## src/hdl/rodr_pkg.sv

```systemverilog
// shared types, constants and helper functions for the axis-angle to rotation matrix block
// no dependencies; imported by every module of the block
package rodr_pkg;

    // field widths of the item ports
    localparam int AXIS_BITS         = 16;
    localparam int ANGLE_BITS        = 16;
    localparam int ELEM_W            = 16;

    // cordic configuration
    localparam int CORDIC_STAGES_DEF = 16;
    localparam int ATAN_ENTRIES      = 24;
    localparam int XY_W              = 34;
    localparam int Z_W               = 33;

    // quotient of the normalize division, Q1.15 before rounding
    localparam int Q_W               = 16;

    // width used for the clamp to one
    localparam int CLAMP_W           = 24;

    localparam logic signed [ELEM_W-1:0] ONE_Q14         = 16'sd16384;
    localparam logic [32:0]              TWO_PI_Q30      = 33'd6746518852;
    localparam logic signed [XY_W-1:0]   CORDIC_GAIN_Q30 = 34'sd652032874;

    // quadrant codes taken from the top two angle bits
    localparam logic [1:0] QUAD_0 = 2'd0;
    localparam logic [1:0] QUAD_1 = 2'd1;
    localparam logic [1:0] QUAD_2 = 2'd2;
    localparam logic [1:0] QUAD_3 = 2'd3;

    typedef struct packed {
        logic signed [AXIS_BITS-1:0] axis_x;
        logic signed [AXIS_BITS-1:0] axis_y;
        logic signed [AXIS_BITS-1:0] axis_z;
        logic [ANGLE_BITS-1:0]       angle;
    } t_in;

    typedef struct packed {
        logic signed [ELEM_W-1:0] r00;
        logic signed [ELEM_W-1:0] r01;
        logic signed [ELEM_W-1:0] r02;
        logic signed [ELEM_W-1:0] r10;
        logic signed [ELEM_W-1:0] r11;
        logic signed [ELEM_W-1:0] r12;
        logic signed [ELEM_W-1:0] r20;
        logic signed [ELEM_W-1:0] r21;
        logic signed [ELEM_W-1:0] r22;
        logic                     axis_zero;
    } t_out;

    // pipeline advance and stage valid, handed to every cell
    typedef struct packed {
        logic en;
        logic valid;
    } t_ctl;

    // arctangent of 2^-i in Q2.30, truncated
    function automatic logic signed [Z_W-1:0] atan_q30(input logic [4:0] idx);
        logic signed [Z_W-1:0] v;
        case (idx)
            5'd0:    v = 33'sd843314856;
            5'd1:    v = 33'sd497837829;
            5'd2:    v = 33'sd263043836;
            5'd3:    v = 33'sd133525158;
            5'd4:    v = 33'sd67021686;
            5'd5:    v = 33'sd33543515;
            5'd6:    v = 33'sd16775850;
            5'd7:    v = 33'sd8388437;
            5'd8:    v = 33'sd4194282;
            5'd9:    v = 33'sd2097149;
            5'd10:   v = 33'sd1048575;
            5'd11:   v = 33'sd524287;
            5'd12:   v = 33'sd262143;
            5'd13:   v = 33'sd131071;
            5'd14:   v = 33'sd65535;
            5'd15:   v = 33'sd32767;
            5'd16:   v = 33'sd16383;
            5'd17:   v = 33'sd8191;
            5'd18:   v = 33'sd4095;
            5'd19:   v = 33'sd2047;
            5'd20:   v = 33'sd1023;
            5'd21:   v = 33'sd511;
            5'd22:   v = 33'sd255;
            5'd23:   v = 33'sd127;
            default: v = '0;
        endcase
        return v;
    endfunction

    // saturate to the Q1.14 range of plus or minus one
    function automatic logic signed [ELEM_W-1:0] clamp_q14(input logic signed [CLAMP_W-1:0] v);
        logic signed [ELEM_W-1:0] r;
        if (v > CLAMP_W'(ONE_Q14)) begin
            r = ONE_Q14;
        end else if (v < -CLAMP_W'(ONE_Q14)) begin
            r = -ONE_Q14;
        end else begin
            r = ELEM_W'(v);
        end
        return r;
    endfunction

endpackage

```

## src/hdl/rodr_div_cell.sv

```systemverilog
// one cell of the normalize divider chain: one quotient bit for each of three lanes
// depends on rodr_pkg for the control struct and quotient width
module rodr_div_cell #(
    parameter int DIV_W  = 17,
    parameter int MAG_W  = 16,
    parameter int BIT    = 0,
    parameter int SIDE_W = 1
) (
    input  logic                               i_clk,
    input  logic                               i_rst_n,
    input  rodr_pkg::t_ctl                     i_ctl,
    input  logic [2:0][DIV_W-1:0]              i_rem,
    input  logic [2:0][rodr_pkg::Q_W-1:0]      i_quo,
    input  logic [MAG_W-1:0]                   i_mag,
    input  logic [SIDE_W-1:0]                  i_side,
    output logic                               o_valid,
    output logic [2:0][DIV_W-1:0]              o_rem,
    output logic [2:0][rodr_pkg::Q_W-1:0]      o_quo,
    output logic [MAG_W-1:0]                   o_mag,
    output logic [SIDE_W-1:0]                  o_side
);
    import rodr_pkg::*;

    logic [2:0][DIV_W-1:0]  w_trial;
    logic [2:0][DIV_W-1:0]  n_rem;
    logic [2:0][Q_W-1:0]    n_quo;
    logic                   r_valid;
    logic [2:0][DIV_W-1:0]  r_rem;
    logic [2:0][Q_W-1:0]    r_quo;
    logic [MAG_W-1:0]       r_mag;
    logic [SIDE_W-1:0]      r_side;

    // restoring step per lane; the top bit starts from the unshifted remainder
    always_comb begin
        for (int l = 0; l < 3; l++) begin
            w_trial[l] = (BIT == Q_W - 1) ? i_rem[l] : (i_rem[l] << 1);
            if (w_trial[l] >= DIV_W'(i_mag)) begin
                n_rem[l] = w_trial[l] - DIV_W'(i_mag);
                n_quo[l] = i_quo[l] | (Q_W'(1) << BIT);
            end else begin
                n_rem[l] = w_trial[l];
                n_quo[l] = i_quo[l];
            end
        end
    end

    always_ff @(posedge i_clk) begin
        if (!i_rst_n) begin
            r_valid <= 1'b0;
        end else if (i_ctl.en) begin
            r_valid <= i_ctl.valid;
        end
    end

    always_ff @(posedge i_clk) begin
        if (i_ctl.en) begin
            r_rem  <= n_rem;
            r_quo  <= n_quo;
            r_mag  <= i_mag;
            r_side <= i_side;
        end
    end

    assign o_valid = r_valid;
    assign o_rem   = r_rem;
    assign o_quo   = r_quo;
    assign o_mag   = r_mag;
    assign o_side  = r_side;

endmodule

```

## config.mk

```make
export PLATFORM = sky130hd
export DESIGN_NAME = rodr_div_cell
export DESIGN_NICKNAME = d
export VERILOG_FILES = /design/src/hdl/rodr_pkg.sv /design/src/hdl/rodr_div_cell.sv
export SDC_FILE = /design/constraint.sdc
export NUM_CORES = 1
export LEC_CHECK = 0
export BUFFER_PORTS_ARGS = -buffer_cell sky130_fd_sc_hd__buf_2
export CAP_MARGIN = 20
export CORE_MARGIN = 2
export CORE_UTILIZATION = 35
export CTS_BUF_LIST = sky130_fd_sc_hd__clkbuf_16
export CTS_CLUSTER_SIZE = 10
export DETAILED_ROUTE_END_ITERATION = 7
export PLACE_DENSITY = 0.61
export SYNTH_ARGS = -nofsm -noshare
export SYNTH_HDL_FRONTEND = slang
export SYNTH_SLANG_ARGS = --single-unit
```

## constraint.sdc

```tcl
create_clock -name i_clk -period 6.4 [get_ports i_clk]
set_clock_uncertainty 0.1 [all_clocks]
set_input_delay 0.32 -clock i_clk [delete_from_list [all_inputs] [get_ports i_clk]]
set_output_delay 0.32 -clock i_clk [all_outputs]
set_load 0.01 [all_outputs]
```

# After elaboration in Yosys (flattened, before gate mapping)
# Index checks and enable logic that the tools add are counted.
op_classes:
  magnitude_cmp: 3
  n_mux: 3
  addsub: 3
ops:
  columns: ["op", "n"]
  rows:
  - ["$ge A17 B16 Y1", 3]
  - ["$mux W17", 3]
  - ["$sub A17 B16 Y17", 3]
word_totals:
  elab_cells: 24
  reg_bits: 117
  inputBits: 120

# Depth between registers and ports, before layout
logic_depth:
  ltp_word: 2
  depth_mapped: 11

# Worst setup path after synthesis
# Ideal clock, no wire load.
synth_timing:
  kind: "input port to flip-flop"
  start: "input i_mag[1]"
  end: "register r_rem, in the netlist o_rem[27], data pin"
  t_arrival_ns: 2.311
  path_slack_ns: 3.726
  cell_stages: 10
  path_cell_list: "inv_1 ha_1 nor2b_1 o31a_1 o31a_1 o21ai_1 a21oi_1 a21oi_4 buf_6 mux2_1"
synth_rtl:
  columns: ["element", "line", "source"]
  rows:
  - ["start, declared", "rodr_div_cell.sv:14", "input logic [MAG_W-1:0] i_mag,"]
  - ["end signal, assigned", "rodr_div_cell.sv:57", "r_rem <= n_rem;"]
  - ["end, declared", "rodr_div_cell.sv:28", "logic [2:0][DIV_W-1:0] r_rem;"]

==> run_results.csv <==
group,metric,value,unit
setup_path,critPathKind,"in2reg",
clock_network,post_cts_resize_count,0,
global_routing,grt.busiest_layer,"met2",
hold_path,hp-start,"i_rst_n",
global_routing,use_met1,0.230,
setup_path,r2r_cells,2,
drt,drc,0,
final_layout,multi_input_area,2980,µm²
final_layout,num-fill-cells,1704,
setup_path,cp.depth,10,
synthesis,synth_xor_area_frac,0.0409,
status,status,"finished, final reports clean",
global_routing,grtUsageMet3,0.0435,
sta,setup_viol,0,
setup_path,required,6460,ps
placed_design,hpwl,13.9,mm
synthesis,synthArstFlopShare,0,
final_layout,seqCellArea,3500,µm²
synthesis,synth-compound-area-share,0.158,
sta,fmax,279,MHz
floorplan,pin_count,237,
final_layout,layout.nets,1036,
synthesis,synthFlopType,"edfxtp_1",
pwr,irDropWorstVdd,0.155,mV
drt,ant_nets,0,
clock_network,clock_path_buffers,2,
sta,setup_slack,2820,ps
clock_network,tritoncts,"built",
setup_path,cp-start-kind,"input pin",
hold_path,min_path_type,"in2reg",
sta,period_share,0.560,
sta,final_max_slew_viol_count,0,
floorplan,start_util,0.356,
synthesis,synth_cells,565,
drt,drt_iter0_drc,296,
floorplan,die_w,142,µm
drt,routedWlPerCell,17.2,µm
sta,rsz0062_at_grt,"no",
synthesis,yosys_warnings,0,
synthesis,yosysSeqAreaShare,0.528,
placed_design,dpl_worst_slack,2900,ps
placed_design,dp.cells,1019,
pwr,p_per_area,273,nW/µm²
setup_path,crit_chain,"dlygate4sd3_1 > buf_2 > inv_1 > ha_1 > a21oi_1 > nor2b_1 > nor3_1 > inv_1 > o31ai_4 > mux2_2",
final_layout,drive_above_1_share,0.331,
synthesis,yosysUniqueCellTypes,56,
setup_path,r2r_start,"o_valid",
setup_path,max_stage_delay,900,ps
clock_network,cts-buffers-inserted,17,
final_layout,stdcell_count,1114,
placed_design,finalWeightedCongestion,0.829,
job,cap_violations,0,
synthesis,synthMostInstantiatedCell,"edfxtp_1",
clock_network,clkTransAtPathRegs,60,ps
synthesis,synth_top_family_by_area,"compound AO/OA/AOI/OAI gates",
setup_path,path_common_cell,"inv_1",
placed_design,port_buffers,233,
sta,fin_crit,3580,ps
clock_network,insertion_delay,420,ps
drt,vias_per_cell,5.00,
pwr,power.leakage,4.02,nW
synthesis,synth_commonest_cells,"edfxtp_1 (116), ha_1 (48), a21oi_1 (42)",
floorplan,dieArea,20100,µm²
final_layout,areaGrowthSynthToFinish,39.9,%
synthesis,synth-seq-cells,117,
setup_path,critical_path_arrival,3650,ps
global_routing,grt_pass1_wl,28.9,mm
clock_network,cts_max_level,4,
sta,holdWs,32.1,ps
setup_path,crit_buf_inv,4,
synthesis,synthMuxAreaShare,0.0454,
synthesis,synth_area,6640,µm²
synthesis,synth_area_leaders,"edfxtp_1 (52%), ha_1 (9.0%), a21oi_1 (3.2%)",
global_routing,grt_max_degree,78,
synthesis,synth_fa_ha_area_frac,0.0995,
sta,tightest_slew,1010,ps
hold_path,whs_path_depth,2,
setup_path,setup.worst_path.start,"i_mag[14]",
synthesis,synth_fp_nets,736,
clock_network,cts_sinks,117,
pwr,power.total,0.00254,W
global_routing,track_usage,0.189,
drt,dr.pass1.iters,4,
sta,hold_violations,0,
synthesis,synth_edf_count,116,
sta,setup_tns,0,ps
synthesis,synth-simple-area-share,0.102,
setup_path,cp-end-kind,"flip-flop",
global_routing,grt_overflow,0,
setup_path,worstPathMaxFanout,30,
global_routing,antenna_found_initial,2,
synthesis,yosysTopAreaCellShare,0.525,
clock_network,root_buffer,"clkbuf_16",
sta,slew_headroom,0.324,
synthesis,yosys.area.top_type,"edfxtp_1",
drt,routed_wl,19.2,mm
floorplan,core.rowCount,50,
synthesis,postSynthAreaPerCell,11.7,µm²
setup_path,slowest_stage,"o31ai_4",
setup_path,cp_top_family,"compound AO/OA/AOI/OAI gates",
drt,vias,5572,
global_routing,met2_usage,0.318,
global_routing,first_global_vias,5523,
floorplan,core,18600,µm²
floorplan,dieHeight,142,µm
## worst reg2reg max path, cell delays in order, from the launching register on
cell,delay [ps]
dfxtp_1,310
mux2i_1,120
nor2b_1,60
## state kept, by name (all words and copies together), names as in the netlist
name / flops
o_rem: 51
o_mag: 16
o_side: 1
o_quo: 48
o_valid: 1
## what timing repair did
| action | CTS | global route |
|---|---|---|
| endpoints found under the hold margin | 60 | 0 |
| hold buffers | 60 | 0 |
| setup buffers | 0 | 0 |
## placed cells by master (no fill, tap or decap), drive strengths merged, types with 25 or more instances in the layout
| cell | n |
|---|---|
| mux2 | 25 |
| dlygate4sd3 | 60 |
| o21ai | 34 |
| buf | 235 |
| inv | 32 |
| nand2 | 30 |
| a21oi | 44 |
| nor2 | 39 |
| edfxtp | 116 |
| ha | 48 |
## worst paths after layout
check / end / slack (ps)
max: o_rem[38] / 2820
min: o_valid / 30
max reg2reg: o_valid / 5710
min reg2reg: o_valid / 430
## cells by family after synthesis
group / Yosys count
AOI/OAI and AO/OA: 160
and+or+nand+nor: 139
DFF: 117
adders and majority gates: 51
buffers and inverters: 40
xor gates and xnor gates: 31
muxes: 27
## cell type report
cell class,instances,area share
flip-flops and latches,117,0.377
multi-input cells,408,0.321
clock buffers,17,0.0458
clock inverters,15,0.0208
repair buffers,295,0.193
diodes,2,0.000539
well taps,234,0.0315
inverters,26,0.0105
## per-layer routing
metal,up-vias,share of wire
met4,0,0.028
met5,-,0
met1,2581,0.43
met2,209,0.47
met3,34,0.063
li1,2748,-
## where the power goes
group	internal [W]	switching (W)	total [W]
sequential	0.000952	0.0000202	0.000972
combinational	0.000256	0.000310	0.000566
clock	0.000622	0.000375	0.000997
## stage by stage
stage	area [µm²]	utilization
after floorplan	6640	-
after global placement	8050	0.432
after detailed placement	8050	0.432
after CTS	9270	0.497
after global routing	9290	0.498
final	9290	0.498
(Power assumes the default switching activity.)
