## config.mk

```make
export PLATFORM = sky130hd
export DESIGN_NAME = rodr_sqrt_cell
export DESIGN_NICKNAME = d
export VERILOG_FILES = /design/src/hdl/rodr_pkg.sv /design/src/hdl/rodr_sqrt_cell.sv
export SDC_FILE = /design/constraint.sdc
export NUM_CORES = 1
export LEC_CHECK = 0
export ABC_AREA = 1
export BUFFER_PORTS_ARGS = -buffer_cell sky130_fd_sc_hd__buf_2
export CAP_MARGIN = 20
export CORE_ASPECT_RATIO = 0.7
export CORE_MARGIN = 2
export CORE_UTILIZATION = 48
export DETAILED_ROUTE_END_ITERATION = 8
export GPL_TIMING_DRIVEN = 0
export PLACE_DENSITY_LB_ADDON = 0.1
export SYNTH_ARGS = -nofsm -noshare
export SYNTH_HDL_FRONTEND = slang
export SYNTH_SLANG_ARGS = --single-unit
```

## constraint.sdc

```tcl
create_clock -name i_clk -period 1.9 [get_ports i_clk]
set_input_delay 0.38 -clock i_clk [delete_from_list [all_inputs] [get_ports i_clk]]
set_output_delay 0.38 -clock i_clk [all_outputs]
set_load 0.02 [all_outputs]
```

## src/hdl/rodr_pkg.sv

```systemverilog
// shared types, constants and helper functions for the axis-angle to rotation matrix block
// no dependencies; imported by every module of the block
package rodr_pkg;

    // field widths of the item ports
    localparam int AXIS_BITS         = 16;
    localparam int ANGLE_BITS        = 16;
    localparam int ELEM_W            = 16;

    // cordic configuration
    localparam int CORDIC_STAGES_DEF = 16;
    localparam int ATAN_ENTRIES      = 24;
    localparam int XY_W              = 34;
    localparam int Z_W               = 33;

    // quotient of the normalize division, Q1.15 before rounding
    localparam int Q_W               = 16;

    // width used for the clamp to one
    localparam int CLAMP_W           = 24;

    localparam logic signed [ELEM_W-1:0] ONE_Q14         = 16'sd16384;
    localparam logic [32:0]              TWO_PI_Q30      = 33'd6746518852;
    localparam logic signed [XY_W-1:0]   CORDIC_GAIN_Q30 = 34'sd652032874;

    // quadrant codes taken from the top two angle bits
    localparam logic [1:0] QUAD_0 = 2'd0;
    localparam logic [1:0] QUAD_1 = 2'd1;
    localparam logic [1:0] QUAD_2 = 2'd2;
    localparam logic [1:0] QUAD_3 = 2'd3;

    typedef struct packed {
        logic signed [AXIS_BITS-1:0] axis_x;
        logic signed [AXIS_BITS-1:0] axis_y;
        logic signed [AXIS_BITS-1:0] axis_z;
        logic [ANGLE_BITS-1:0]       angle;
    } t_in;

    typedef struct packed {
        logic signed [ELEM_W-1:0] r00;
        logic signed [ELEM_W-1:0] r01;
        logic signed [ELEM_W-1:0] r02;
        logic signed [ELEM_W-1:0] r10;
        logic signed [ELEM_W-1:0] r11;
        logic signed [ELEM_W-1:0] r12;
        logic signed [ELEM_W-1:0] r20;
        logic signed [ELEM_W-1:0] r21;
        logic signed [ELEM_W-1:0] r22;
        logic                     axis_zero;
    } t_out;

    // pipeline advance and stage valid, handed to every cell
    typedef struct packed {
        logic en;
        logic valid;
    } t_ctl;

    // arctangent of 2^-i in Q2.30, truncated
    function automatic logic signed [Z_W-1:0] atan_q30(input logic [4:0] idx);
        logic signed [Z_W-1:0] v;
        case (idx)
            5'd0:    v = 33'sd843314856;
            5'd1:    v = 33'sd497837829;
            5'd2:    v = 33'sd263043836;
            5'd3:    v = 33'sd133525158;
            5'd4:    v = 33'sd67021686;
            5'd5:    v = 33'sd33543515;
            5'd6:    v = 33'sd16775850;
            5'd7:    v = 33'sd8388437;
            5'd8:    v = 33'sd4194282;
            5'd9:    v = 33'sd2097149;
            5'd10:   v = 33'sd1048575;
            5'd11:   v = 33'sd524287;
            5'd12:   v = 33'sd262143;
            5'd13:   v = 33'sd131071;
            5'd14:   v = 33'sd65535;
            5'd15:   v = 33'sd32767;
            5'd16:   v = 33'sd16383;
            5'd17:   v = 33'sd8191;
            5'd18:   v = 33'sd4095;
            5'd19:   v = 33'sd2047;
            5'd20:   v = 33'sd1023;
            5'd21:   v = 33'sd511;
            5'd22:   v = 33'sd255;
            5'd23:   v = 33'sd127;
            default: v = '0;
        endcase
        return v;
    endfunction

    // saturate to the Q1.14 range of plus or minus one
    function automatic logic signed [ELEM_W-1:0] clamp_q14(input logic signed [CLAMP_W-1:0] v);
        logic signed [ELEM_W-1:0] r;
        if (v > CLAMP_W'(ONE_Q14)) begin
            r = ONE_Q14;
        end else if (v < -CLAMP_W'(ONE_Q14)) begin
            r = -ONE_Q14;
        end else begin
            r = ELEM_W'(v);
        end
        return r;
    endfunction

endpackage

```

## src/hdl/rodr_sqrt_cell.sv

```systemverilog
// one cell of the integer square root chain: decides one root bit per item
// depends on rodr_pkg for the control struct
module rodr_sqrt_cell #(
    parameter int SQ_W   = 32,
    parameter int ROOT_W = 16,
    parameter int BIT    = 0,
    parameter int SIDE_W = 1
) (
    input  logic                i_clk,
    input  logic                i_rst_n,
    input  rodr_pkg::t_ctl      i_ctl,
    input  logic [SQ_W-1:0]     i_rem,
    input  logic [ROOT_W-1:0]   i_root,
    input  logic [SIDE_W-1:0]   i_side,
    output logic                o_valid,
    output logic [SQ_W-1:0]     o_rem,
    output logic [ROOT_W-1:0]   o_root,
    output logic [SIDE_W-1:0]   o_side
);
    import rodr_pkg::*;

    logic [SQ_W:0]      w_test;
    logic               w_take;
    logic [SQ_W-1:0]    n_rem;
    logic [ROOT_W-1:0]  n_root;
    logic               r_valid;
    logic [SQ_W-1:0]    r_rem;
    logic [ROOT_W-1:0]  r_root;
    logic [SIDE_W-1:0]  r_side;

    // trial subtrahend: 2*root*2^bit + 2^(2*bit)
    always_comb begin
        w_test = ((SQ_W+1)'(i_root) << (BIT + 1)) | ((SQ_W+1)'(1) << (2 * BIT));
        w_take = {1'b0, i_rem} >= w_test;
        n_rem  = w_take ? SQ_W'({1'b0, i_rem} - w_test) : i_rem;
        n_root = w_take ? (i_root | (ROOT_W'(1) << BIT)) : i_root;
    end

    always_ff @(posedge i_clk) begin
        if (!i_rst_n) begin
            r_valid <= 1'b0;
        end else if (i_ctl.en) begin
            r_valid <= i_ctl.valid;
        end
    end

    always_ff @(posedge i_clk) begin
        if (i_ctl.en) begin
            r_rem  <= n_rem;
            r_root <= n_root;
            r_side <= i_side;
        end
    end

    assign o_valid = r_valid;
    assign o_rem   = r_rem;
    assign o_root  = r_root;
    assign o_side  = r_side;

endmodule

```

After elaboration in Yosys (flattened, before gate mapping)
Cells that the tools add are included.
Operators by class
  mux-type cells: 1
  add/sub/neg operators: 1
  $lt $le $gt $ge: 1
Operator list (number)
  $ge A32 B17 Y1: 1
  $mux W32: 1
  $sub A32 B17 Y32: 1
Word-level totals
  register bits: 50

Logic depth before layout (Yosys ltp)
  depth after elaboration: 2
  gate-level depth with buffers: 14
  mapped depth without buffers: 13

Least setup slack after synthesis
OpenSTA, ideal clock, no wires.
  path type: input to register
  start: input port i_root[0]
  end: register r_root[0] (netlist: o_root[0]), data pin
  path buffers: 1
  slack: -0.100 ns
  data arrival time: 1.743 ns
  stages on the path: 13
  cell sequence: inv_1 -> fa_1 -> nand2_1 -> nand2_1 -> nand3_2 -> nand2_4 -> nand2_2 -> nand2_4 -> nand2_2 -> nand2_4 -> inv_8 -> buf_6 -> nand2_1
On the way
  cells in the longest elaborated chain, start to end: 1
Ends and longest elaborated chain
  start: declaration: RTL line rodr_sqrt_cell.sv:13  | input logic [ROOT_W-1:0] i_root,
  $ge A32 B17 Y1: RTL line rodr_sqrt_cell.sv:34  | w_take = {1'b0, i_rem} >= w_test;
  end signal: assignment: RTL line rodr_sqrt_cell.sv:50  | r_root <= n_root;
  end: declaration: RTL line rodr_sqrt_cell.sv:28  | logic [ROOT_W-1:0] r_root;
Several ways; a longest one is shown, not always the timed one.
A chain may end at the register's enable or synchronous reset.

Final worst setup path
  start: input port i_root[13]
  end: register r_rem[14] (netlist: o_rem[14]), data pin
On the way
  cells in the longest elaborated chain, start to end: 2
  elaborated cells on any way between the ends: 3
  classes of those cells: add/sub: 1; order compare: 1; mux: 1
Ends and longest elaborated chain
  $sub A32 B17 Y32 / $ge A32 B17 Y1 (equally long branches): RTL line rodr_sqrt_cell.sv:35, rodr_sqrt_cell.sv:34
  $mux W32 *: RTL line rodr_sqrt_cell.sv:35  | n_rem = w_take ? SQ_W'({1'b0, i_rem} - w_test) : i_rem;
  named net n_rem[14]: RTL line rodr_sqrt_cell.sv:24  | logic [SQ_W-1:0] n_rem;
  end signal: assignment: RTL line rodr_sqrt_cell.sv:49  | r_rem <= n_rem;
  end: declaration: RTL line rodr_sqrt_cell.sv:27  | logic [SQ_W-1:0] r_rem;
The timed path passes the listed nets; every way through them passes the cells marked *.

==> summary.md <==
| Metric | Value |
|---|---|
| Avg Synthesized Cell Area | 7.87 sq um |
| Final worst setup slack | 0.0104 ns |
| Met2 WL post-DR | 4580 um |
| Util after Layout | 66.9% |
| Max-slew violations | 0 |
| Status | completed |
| Netlist Area Pre-Place | 3760 sq um |
| Total GRT Usage | around a quarter |
| Hold depth | 1 |
| Vias in the first global route | 3297 |
| Clock transition at path regs | approximately 0.10 ns |
| Synth warn | 0 |
| Antenna cells | 0 |
| Hold-fix buffers, CTS | 0 |
| Max-cap viol count | 0 |
| Final setup violating endpoints | 0 |
| Final Hold Viols | 0 |
| Gpl congestion | 0.877 |
| Pre-Repair DR Iteration Count | 5 |
| Post-synth cell types | 30 |
| PD cells | 653 nW/um^2 |
| Wl on met1 | 5410 um |
| Gr ovfl total | 0 |
| Final ANT Viol Nets | 0 |
| Core Box Area | 7450 sq um |
| Mapped Cells | 478 |
| Synth Area in Compound Gates | 8.91% |
| Synth Area in XOR/XNOR | 3.49% |
| Max-slew headroom | 64.3% |
| Lkg Pwr | ~2.4 nW |
| Max clock buf depth | 2 |
| Most frequent cells in the layout | nand2_1, buf_2, inv_1 |
| Largest stage delay, worst path | 0.30 ns |
| # clock sinks | 50 |
| Horiz. Die Dim | 110 um |
| Row count | 26 |
| H-tree depth | 2 |
| Req. time, crit path | 1.98 ns |
| Initial antenna violation count | 0 |
| Commonest non-fill, non-tap cell in the layout | nand2_1 |
| WP buf/inv | 4 |
| Root Buffer | clkbuf_8 |
| Multi-input logic area | 2180 sq um |
| Largest family of logic cells by synthesized area | simple AND/OR/NAND/NOR gates |
| Top delay family on crit path | simple AND/OR/NAND/NOR gates |
| Routed vias | 3536 |
| Layout overhead on the synthesized area | 32.5% |
| Initial DRC Count | approximately 250 |
| Die area | about 8600 sq um |
| Placed Cells incl. Taps | 678 |
| CTS tree | yes |
| Flops & latches, synth | 50 |
| Dpl ws | -0.411 ns |
| CP Class | in -> reg |
| Hold Crit Class | in -> reg |
| F_max | 529 MHz |
| Pin count of the biggest net entering global routing | 52 |
| Simple-Gate Fraction of Synth Area | 31.1% |
| Max layer used | met4 |
| Reg2reg path depth | 2 |
| Pwr Total | 3.26 mW |
| Crit path DAT | 1.97 ns |
| Fraction of final layout cells sized beyond drive strength 1 | 38.4% |
| Initial Utilization | between 50% and 60% |
| Wire per inst | 15.5 um |
| Maximum VDD drop | 477 uV |
| Critical path fanouts, max | 7 |
| IO buf count | 102 |
| Final wirelength | 10800 um |
| Clock latency on the worst-skew pair | 0.31 ns |
| Chip height | 78.1 um |
| Setup crit end kind | flip-flop |
| Drc violations | 0 |
| Met3 WL | 662 um |
| Nets | 671 |
| CTS buffer count | 5 |
| Worst path slowest cell | ha_4 |
| Worst path depth | 13 |
| First-pass GRT wire length | 16100 um |
| Startpoint types | input pin |
| Seq. cell area | 1490 sq um |
| Worst Max-Slew Pin Slew | 0.536 ns |
| Num ports | 103 |
| Min Tclk post-route | between 1.5 and 2 ns |
| Filler instances | 617 |
| Layout Skew | 0 ns |
| Final Cycle Share | 99.5% |
| Non-filler cells, final | 699 |
| HPWL Detailed | around 8400 um |
| DR vias/cell | 5.06 |
| Register area share after synthesis | 39.6% |
| CP Cell Sequence | buf_2 > inv_1 > ha_4 > nand2_4 > nor2_4 > nand2_4 > nor3_4 > a21oi_4 > nand2_8 > clkinv_8 > buf_12 > nand2_1 > nand2_1 |
| Syn Nets | roughly 550 |
| Area share of fa/ha/maj cells after synthesis | 6.19% |
| Post-synthesis mux area share | 0% |
## per-stage QoR
| step | TNS [ns] | hold WS (ns) | area (sq um) |
|---|---|---|---|
| after detailed placement | -10.27 | 0.529 | 4570 |
| after floorplan | 0 | 0.473 | 3940 |
| after CTS | -0.00111 | 0.238 | 4700 |
| after global routing | -0.378 | 0.227 | 4990 |
| after global placement | -9.39 | 0.512 | 4570 |
| final | 0 | 0.237 | 4990 |
## cell type report
type                            count  area share [%]
Multi-Input combinational cell    338            43.7
Clock buffer                        7            1.73
Clock inverter                      1           0.602
Buffer                              4            1.61
Inverter                           86            6.75
Tap cell                           98            2.46
Sequential cell                    50            29.9
Timing Repair Buffer              115            13.3
## worst reg2reg max path, cell delays in order, from the launching register on
cell and delay (ns):
dfxtp_1 0.32, o21ai_0 0.15, a21oi_1 0.05
## cells by family after synthesis
logic type / Yosys count
buffers and inverters: 90
AO/OA/AOI/OAI: 44
XOR/XNOR: 15
flip-flops: 50
AND/OR/NAND/NOR: 261
adder cells (fa/ha/maj): 18
## final timing paths
kind / to / slack [ns] / startpoint
max: o_rem[14] / 0.01 / i_root[13]
min: o_root[14] / 0.24 / i_root[14]
max reg2reg: o_valid / 1.28 / o_valid
min reg2reg: o_valid / 0.54 / o_valid
## cell usage after synthesis
cell	instances	share of area, %
edfxtp_1	49	39
clkinv_2	1	0.13
or2_1	1	0.17
buf_6	1	0.30
nor3_2	1	0.27
inv_1	82	8.2
nor2_1	35	3.5
nand4_1	4	0.67
or2_2	2	0.33
nor2_2	1	0.17
buf_12	3	1.6
nand2_4	3	0.90
nand2_2	18	3.0
a21oi_1	10	1.3
nor3_1	6	0.80
inv_8	1	0.30
nand2_1	154	15
inv_2	2	0.20
o21ai_0	3	0.40
a21oi_2	17	4.0
xnor2_1	10	2.3
fa_1	1	0.53
a21boi_0	1	0.20
ha_1	17	5.7
dfxtp_1	1	0.53
xor2_1	5	1.2
o21ai_2	13	3.0
nor2_4	6	1.8
nand3_2	1	0.27
nand3_1	29	3.9
## routing by layer
layer	vias up	track usage [%]
li1	1762	-
met1	1615	38.3
met2	140	36.6
met3	19	4.57
met4	0	5.32
met5	-	0
## what timing repair did
action	CTS	global route
pin swaps	1	10
resized for setup	1	37
buffers inserted	1	9
setup endpoints to repair	5	32
endpoints found under the hold margin	0	0
gates cloned	0	2
## power by group
| group | switching (mW) | internal [mW] | leakage (nW) | total [mW] |
|---|---|---|---|---|
| Clock | 0.376 | 0.430 | 0.0585 | 0.806 |
| Sequential | 0.0269 | 1.36 | 0.488 | 1.38 |
| Combinational | 0.662 | 0.406 | 1.81 | 1.07 |
| Total | 1.07 | 2.19 | 2.36 | 3.26 |
## registers in the layout (all words and copies together), names as in the netlist
name / cells
o_root: 16
o_rem: 32
o_side: 1
o_valid: 1
Power figures use the tool's default switching activity.
