`src/hdl/rodr_pkg.sv`:
```
// shared types, constants and helper functions for the axis-angle to rotation matrix block
// no dependencies; imported by every module of the block
package rodr_pkg;

    // field widths of the item ports
    localparam int AXIS_BITS         = 16;
    localparam int ANGLE_BITS        = 16;
    localparam int ELEM_W            = 16;

    // cordic configuration
    localparam int CORDIC_STAGES_DEF = 16;
    localparam int ATAN_ENTRIES      = 24;
    localparam int XY_W              = 34;
    localparam int Z_W               = 33;

    // quotient of the normalize division, Q1.15 before rounding
    localparam int Q_W               = 16;

    // width used for the clamp to one
    localparam int CLAMP_W           = 24;

    localparam logic signed [ELEM_W-1:0] ONE_Q14         = 16'sd16384;
    localparam logic [32:0]              TWO_PI_Q30      = 33'd6746518852;
    localparam logic signed [XY_W-1:0]   CORDIC_GAIN_Q30 = 34'sd652032874;

    // quadrant codes taken from the top two angle bits
    localparam logic [1:0] QUAD_0 = 2'd0;
    localparam logic [1:0] QUAD_1 = 2'd1;
    localparam logic [1:0] QUAD_2 = 2'd2;
    localparam logic [1:0] QUAD_3 = 2'd3;

    typedef struct packed {
        logic signed [AXIS_BITS-1:0] axis_x;
        logic signed [AXIS_BITS-1:0] axis_y;
        logic signed [AXIS_BITS-1:0] axis_z;
        logic [ANGLE_BITS-1:0]       angle;
    } t_in;

    typedef struct packed {
        logic signed [ELEM_W-1:0] r00;
        logic signed [ELEM_W-1:0] r01;
        logic signed [ELEM_W-1:0] r02;
        logic signed [ELEM_W-1:0] r10;
        logic signed [ELEM_W-1:0] r11;
        logic signed [ELEM_W-1:0] r12;
        logic signed [ELEM_W-1:0] r20;
        logic signed [ELEM_W-1:0] r21;
        logic signed [ELEM_W-1:0] r22;
        logic                     axis_zero;
    } t_out;

    // pipeline advance and stage valid, handed to every cell
    typedef struct packed {
        logic en;
        logic valid;
    } t_ctl;

    // arctangent of 2^-i in Q2.30, truncated
    function automatic logic signed [Z_W-1:0] atan_q30(input logic [4:0] idx);
        logic signed [Z_W-1:0] v;
        case (idx)
            5'd0:    v = 33'sd843314856;
            5'd1:    v = 33'sd497837829;
            5'd2:    v = 33'sd263043836;
            5'd3:    v = 33'sd133525158;
            5'd4:    v = 33'sd67021686;
            5'd5:    v = 33'sd33543515;
            5'd6:    v = 33'sd16775850;
            5'd7:    v = 33'sd8388437;
            5'd8:    v = 33'sd4194282;
            5'd9:    v = 33'sd2097149;
            5'd10:   v = 33'sd1048575;
            5'd11:   v = 33'sd524287;
            5'd12:   v = 33'sd262143;
            5'd13:   v = 33'sd131071;
            5'd14:   v = 33'sd65535;
            5'd15:   v = 33'sd32767;
            5'd16:   v = 33'sd16383;
            5'd17:   v = 33'sd8191;
            5'd18:   v = 33'sd4095;
            5'd19:   v = 33'sd2047;
            5'd20:   v = 33'sd1023;
            5'd21:   v = 33'sd511;
            5'd22:   v = 33'sd255;
            5'd23:   v = 33'sd127;
            default: v = '0;
        endcase
        return v;
    endfunction

    // saturate to the Q1.14 range of plus or minus one
    function automatic logic signed [ELEM_W-1:0] clamp_q14(input logic signed [CLAMP_W-1:0] v);
        logic signed [ELEM_W-1:0] r;
        if (v > CLAMP_W'(ONE_Q14)) begin
            r = ONE_Q14;
        end else if (v < -CLAMP_W'(ONE_Q14)) begin
            r = -ONE_Q14;
        end else begin
            r = ELEM_W'(v);
        end
        return r;
    endfunction

endpackage

```
`src/hdl/rodr_cordic_cell.sv`:
```
// one rotation-mode cordic micro-rotation in Q2.30
// depends on rodr_pkg for widths and the arctangent table
module rodr_cordic_cell #(
    parameter int STAGE  = 0,
    parameter int SIDE_W = 1
) (
    input  logic                                 i_clk,
    input  logic                                 i_rst_n,
    input  rodr_pkg::t_ctl                       i_ctl,
    input  logic signed [rodr_pkg::XY_W-1:0]     i_x,
    input  logic signed [rodr_pkg::XY_W-1:0]     i_y,
    input  logic signed [rodr_pkg::Z_W-1:0]      i_z,
    input  logic [SIDE_W-1:0]                    i_side,
    output logic                                 o_valid,
    output logic signed [rodr_pkg::XY_W-1:0]     o_x,
    output logic signed [rodr_pkg::XY_W-1:0]     o_y,
    output logic signed [rodr_pkg::Z_W-1:0]      o_z,
    output logic [SIDE_W-1:0]                    o_side
);
    import rodr_pkg::*;

    logic signed [XY_W-1:0] w_dx;
    logic signed [XY_W-1:0] w_dy;
    logic signed [Z_W-1:0]  w_at;
    logic signed [XY_W-1:0] n_x;
    logic signed [XY_W-1:0] n_y;
    logic signed [Z_W-1:0]  n_z;
    logic                   r_valid;
    logic signed [XY_W-1:0] r_x;
    logic signed [XY_W-1:0] r_y;
    logic signed [Z_W-1:0]  r_z;
    logic [SIDE_W-1:0]      r_side;

    // rotate toward zero residual angle
    always_comb begin
        w_dx = i_y >>> STAGE;
        w_dy = i_x >>> STAGE;
        w_at = atan_q30(5'(STAGE));
        if (!i_z[Z_W-1]) begin
            n_x = i_x - w_dx;
            n_y = i_y + w_dy;
            n_z = i_z - w_at;
        end else begin
            n_x = i_x + w_dx;
            n_y = i_y - w_dy;
            n_z = i_z + w_at;
        end
    end

    always_ff @(posedge i_clk) begin
        if (!i_rst_n) begin
            r_valid <= 1'b0;
        end else if (i_ctl.en) begin
            r_valid <= i_ctl.valid;
        end
    end

    always_ff @(posedge i_clk) begin
        if (i_ctl.en) begin
            r_x    <= n_x;
            r_y    <= n_y;
            r_z    <= n_z;
            r_side <= i_side;
        end
    end

    assign o_valid = r_valid;
    assign o_x     = r_x;
    assign o_y     = r_y;
    assign o_z     = r_z;
    assign o_side  = r_side;

endmodule

```
`config.mk`:
```
export PLATFORM = sky130hd
export DESIGN_NAME = rodr_cordic_cell
export DESIGN_NICKNAME = d
export VERILOG_FILES = /design/src/hdl/rodr_pkg.sv /design/src/hdl/rodr_cordic_cell.sv
export SDC_FILE = /design/constraint.sdc
export NUM_CORES = 1
export LEC_CHECK = 0
export ABC_AREA = 1
export BUFFER_PORTS_ARGS = -buffer_cell sky130_fd_sc_hd__clkbuf_2
export CORE_MARGIN = 3
export CORE_UTILIZATION = 25
export DETAILED_ROUTE_END_ITERATION = 10
export PLACE_DENSITY = 0.55
export SLEW_MARGIN = 25
export SYNTH_ARGS = -nofsm -noshare
export SYNTH_HDL_FRONTEND = slang
export SYNTH_SLANG_ARGS = --single-unit
```
`constraint.sdc`:
```
create_clock -name i_clk -period 2.5 [get_ports i_clk]
set_input_delay 0.25 -clock i_clk [delete_from_list [all_inputs] [get_ports i_clk]]
set_output_delay 0.25 -clock i_clk [all_outputs]
set_load 0.01 [all_outputs]
```
Yosys cells after proc, flatten, opt, wreduce, memory -nomap -nowiden
Cells that the tools add are included.
{ "word_totals": {"ff_bits": 103, "in_bits": 106, "output_inout_bits": 103, "word_cells": 13} }
{ "classes": {"addsub": 5, "muxes": 3} }
{ "ops": {"columns": ["operator", "count"], "rows": [
  ["2-to-1 mux 34 bit", 2],
  ["subtractor 34 bit", 2],
  ["adder 34 bit", 1],
  ["adder 33 x 31 -> 33 bit, second input constant", 1],
  ["2-to-1 mux 33 bit", 1],
  ["subtractor 33 x 31 -> 33 bit, second input constant", 1]
]} }

Depth between registers and ports, before layout
{ "logic_depth": {"word_depth": 2, "depth_mapped": 17, "depth_no_buf": 16} }

Worst setup path after synthesis
No wires, ideal clock.
{ "synth_timing": {"path_kind": "input-to-reg", "startpoint": "input i_z[32] in the netlist's numbering", "endpoint": "register r_z[26], in the netlist o_z[26], data pin", "setup_time_ps": 253, "arrival_time_ps": 2083, "required_time_ps": 2247, "path_slack_ps": 164, "cell_stages": 12, "path_buffers": 2, "path_cell_list": "clkbuf_1 inv_2 buf_2 ha_1 nand3_1 nand3_1 a21boi_0 o21ai_0 nand4_1 nand3_1 nand2_1 nand2_1"} }
{ "synth_via": {"elab_chain_cells": 1} }
{ "synth_lines": {"columns": ["element", "line", "rtl"], "rows": [
  ["start: declaration", "rodr_cordic_cell.sv:12", "input logic signed [rodr_pkg::Z_W-1:0] i_z,"],
  ["2-to-1 mux 33 bit", "rodr_cordic_cell.sv:39", "if (!i_z[Z_W-1]) begin"],
  ["net n_z[26]", "rodr_cordic_cell.sv:27", "logic signed [Z_W-1:0] n_z;"],
  ["end signal: assignment", "rodr_cordic_cell.sv:62", "r_z <= n_z;"],
  ["end: declaration", "rodr_cordic_cell.sv:31", "logic signed [Z_W-1:0] r_z;"]
]} }
The timed path passes the listed nets, and every way through them passes these cells.
A chain may end at the register's enable or synchronous reset.

Final worst setup path
{ "layout_timing": {"startpoint": "input i_x[8] in the netlist's numbering", "endpoint": "register r_y[33], in the netlist o_y[33], data pin"} }
{ "layout_via": {"elab_chain_cells": 2, "elab_cells_between_ends": 3, "classes_between": "add/sub: 2; mux: 1"} }
{ "layout_lines": {"columns": ["element", "line", "rtl"], "rows": [
  ["start: declaration", "rodr_cordic_cell.sv:10", "input logic signed [rodr_pkg::XY_W-1:0] i_x,"],
  ["adder 34 bit or subtractor 34 bit (tied branches)", "rodr_cordic_cell.sv:41, rodr_cordic_cell.sv:45", null],
  ["2-to-1 mux 34 bit (*)", "rodr_cordic_cell.sv:39", null],
  ["net n_y[33]", "rodr_cordic_cell.sv:26", "logic signed [XY_W-1:0] n_y;"],
  ["end signal: assignment", "rodr_cordic_cell.sv:61", "r_y <= n_y;"],
  ["end: declaration", "rodr_cordic_cell.sv:30", "logic signed [XY_W-1:0] r_y;"]
]} }
Mark *: on every way through the listed nets, which the timed path passes. The rest lies on a longest branch.

==> flow_metrics.tcl <==
set metrics [dict create \
    ys_seq_elements 102 \
    area.growth.synth_to_final_pct 22.4 \
    rsz0062_at_grt "false" \
    synth_cell_types 48 \
    placed_area_sq_um 14600 \
    crit_type "in2reg" \
    slew_violations 0 \
    synthArstFlopShare 0 \
    drc 0 \
    setup.worst_path.end_class "flop" \
    synth_nets 2084 \
    crit_path_max_fanout 11 \
    cts_setup_buffers 0 \
    fin_area_sq_um 14900 \
    avgSynthCellArea_sq_um 6.60 \
    wl_met1_um 21600 \
    status "finished clean" \
    grt_use_total 0.185 \
    rows 80 \
    reg2reg_slack_ns 1.84 \
    drt-initial-drc-count 992 \
    fmax_ghz 0.441 \
    critPathCapture "o_y[33]" \
    gp_congestion 0.957 \
    reg2regPathDepth 2 \
    cts.clk_slew.worst_paths_ns 0.08 \
    cts_buffers 9 \
    grt_max_degree 73 \
    setup_violations 0 \
    power_density_nw_per_um2 478 \
    tightestPinTransition_ns 0.886 \
    syn_inst 1846 \
    drtPass1Iterations 5 \
    drtAntennaViolNets 0 \
    die_h_um 227 \
    io_pins 209 \
    hold_class "in2reg" \
    finalHoldViolCount 0 \
    vias 13200 \
    yosys_warnings 0 \
    critPathRequiredTime_ns 2.64 \
    die_x_um 227 \
    layout_common_cells "nand2_1 (518), inv_1 (258), clkbuf_2 (207)" \
    dieArea_sq_um 51400 \
    layout.nets 2375 \
    cts_tree "built" \
    viasPerCell 4.77 \
    cts-root-buf "clkbuf_16" \
    rr_startpoint "o_valid" \
    clock-sinks 102 \
    finalHoldWorstSlack_ns 0.0353 \
    yosysSeqAreaShare 0.251 \
    slowest_delay_ns 0.50 \
    skew_ns 0 \
    slew_headroom 0.410 \
    wl_per_cell_um 17.3 \
    timing.final.crit_period_ns 2.27 \
    h-tree-depth 3 \
    leakage_nw 7.58 \
    cp_common_cell "nand2_1" \
    dr_wl_met3_um 2850 \
    portBuffers 208 \
    clk_latency_ns 0.38 \
    top_layer "met4" \
    ir_worst_vdd_uv 330 \
    grt_pass1_wl_um 72900 \
    overflow 0 \
    syn_area_sq_um 12200 \
    crit_chain "clkbuf_2 -> inv_1 -> ha_1 -> nand2_1 -> nor2_4 -> nand2_1 -> nor2_1 -> buf_4 -> nand3_1 -> nand3_1 -> nor2_1 -> nand2_1 -> nand2_1 -> nand3_1 -> nand2_1" \
    crit_start "i_x[8]" \
    synth_edf_count 101 \
    grt_pass1_vias 13100 \
    hpwlAfterDp_um 40700 \
    post_cts_resized 0 \
    layout-drive-gt1-share 0.190 \
    clockBufferDepth 2 \
    fin_crit_sh 0.907 \
    wl_met2_um 22300 \
    core_area_sq_um 47900 \
    startpoint_type "primary input" \
    holdBufCountCts 0 \
    maxCapViolations 0 \
    synth_flop_cell "edfxtp_1" \
    layout_commonest_cell "nand2_1" \
    antenna_found_initial 1 \
    n_fill_cell 5293 \
    slowest_stage "ha_1" \
    initial_core_util 0.254 \
    reg2reg_to "o_valid" \
    cp.arrival_ns 2.41 \
    totalWireLength_um 47800 \
]
kinds of logic after synthesis:
| family | Yosys count | synth area share |
|---|---|---|
| XOR/XNOR | 46 | 0.0331 |
| multiplexers | 1 | 0.000822 |
| AND/OR/NAND/NOR | 942 | 0.331 |
| adder cells (fa/ha/maj) | 132 | 0.138 |
| buffers and inverters | 318 | 0.110 |
| flip-flops | 102 | 0.251 |
| AO/OA/AOI/OAI | 305 | 0.136 |
how the worst min path moves through the flow:
stage / from / endpoint / slack (ns) / cells past startpoint
global placement: i_side / o_side / 0.43 / 1
finish: i_z[1] / o_z[1] / 0.04 / 1
detailed placement: i_z[1] / o_z[1] / 0.43 / 1
CTS: i_z[1] / o_z[1] / 0.002 / 1
floorplan: i_ctl[1] / o_valid / 0.34 / 1
global route: i_z[1] / o_z[1] / 0.02 / 1
registers in the layout (all words and copies together), names as in the netlist:
name     count
o_x         34
o_y         33
o_z         33
o_side       1
o_valid      1
final cells by class:
cell class	instances	area (sq um)	share of cell area
inverters	272	1020	0.0685
well taps	615	769	0.0516
multi-input cells	1426	7780	0.522
repair buffers	326	1950	0.131
flip-flops and latches	102	3050	0.205
clock buffers	10	229	0.0154
clock inverters	6	93.8	0.00630
diodes	1	2.50	0.000168
power by group:
part	internal [mW]	switching (mW)	total [mW]
Clock	0.890	0.768	1.66
Combinational	1.13	2.04	3.17
Sequential	2.21	0.0782	2.29
Total	4.23	2.89	7.12
stage by stage:
stage          power [mW]  TNS (ns)  cells  worst slack (ns)  utilization
3_5_place_dp         5.48    -0.210   2741            -0.175        0.304
5_1_grt              7.60         0   2758            0.0367        0.311
6_report             7.12         0   2758             0.232        0.311
4_1_cts              7.19         0   2757             0.244        0.311
3_3_place_gp         5.47    -0.124   2741            -0.107        0.304
2_1_floorplan        4.17         0   1846             0.164            -
worst max-delay path, delay by kind of cell:
kind | cells | cell delay [ns]
adders and majority gates | 1 | 0.50
buffers and inverters | 3 | 0.31
and+or+nand+nor | 11 | 1.34
layer usage:
layer,vias up,track usage
li1,6632,-
met5,-,0
met3,62,0.0260
met1,6039,0.239
met2,420,0.320
met4,0,0.0528
cell usage after synthesis (2+ instances only):
master	instances	area, sq um
a21o_1	8	60.1
a21oi_1	143	716
a21oi_2	5	43.8
a31oi_1	3	18.8
buf_1	2	7.51
buf_2	12	60.1
buf_4	20	150
buf_6	8	90.1
clkbuf_1	4	15.0
edfxtp_1	101	3030
fa_1	4	80.1
ha_1	128	1600
inv_1	258	968
inv_2	14	52.6
nand2_1	518	1940
nand2_2	15	93.8
nand3_1	181	906
nand3b_1	4	30.0
nand4_1	22	138
nor2_1	148	556
nor2_2	16	100
nor2_4	2	22.5
nor3_1	20	100
nor3_2	3	30.0
nor4_1	2	12.5
nor4_2	2	25.0
o211ai_1	5	37.5
o21a_1	3	22.5
o21ai_0	101	505
o21ai_1	8	40.0
o21ai_2	3	26.3
o21bai_1	14	105
o22ai_1	7	43.8
or2_2	4	25.0
xnor2_1	4	35.0
xor2_1	42	368
Note: power is estimated with default switching activity, not from simulation.
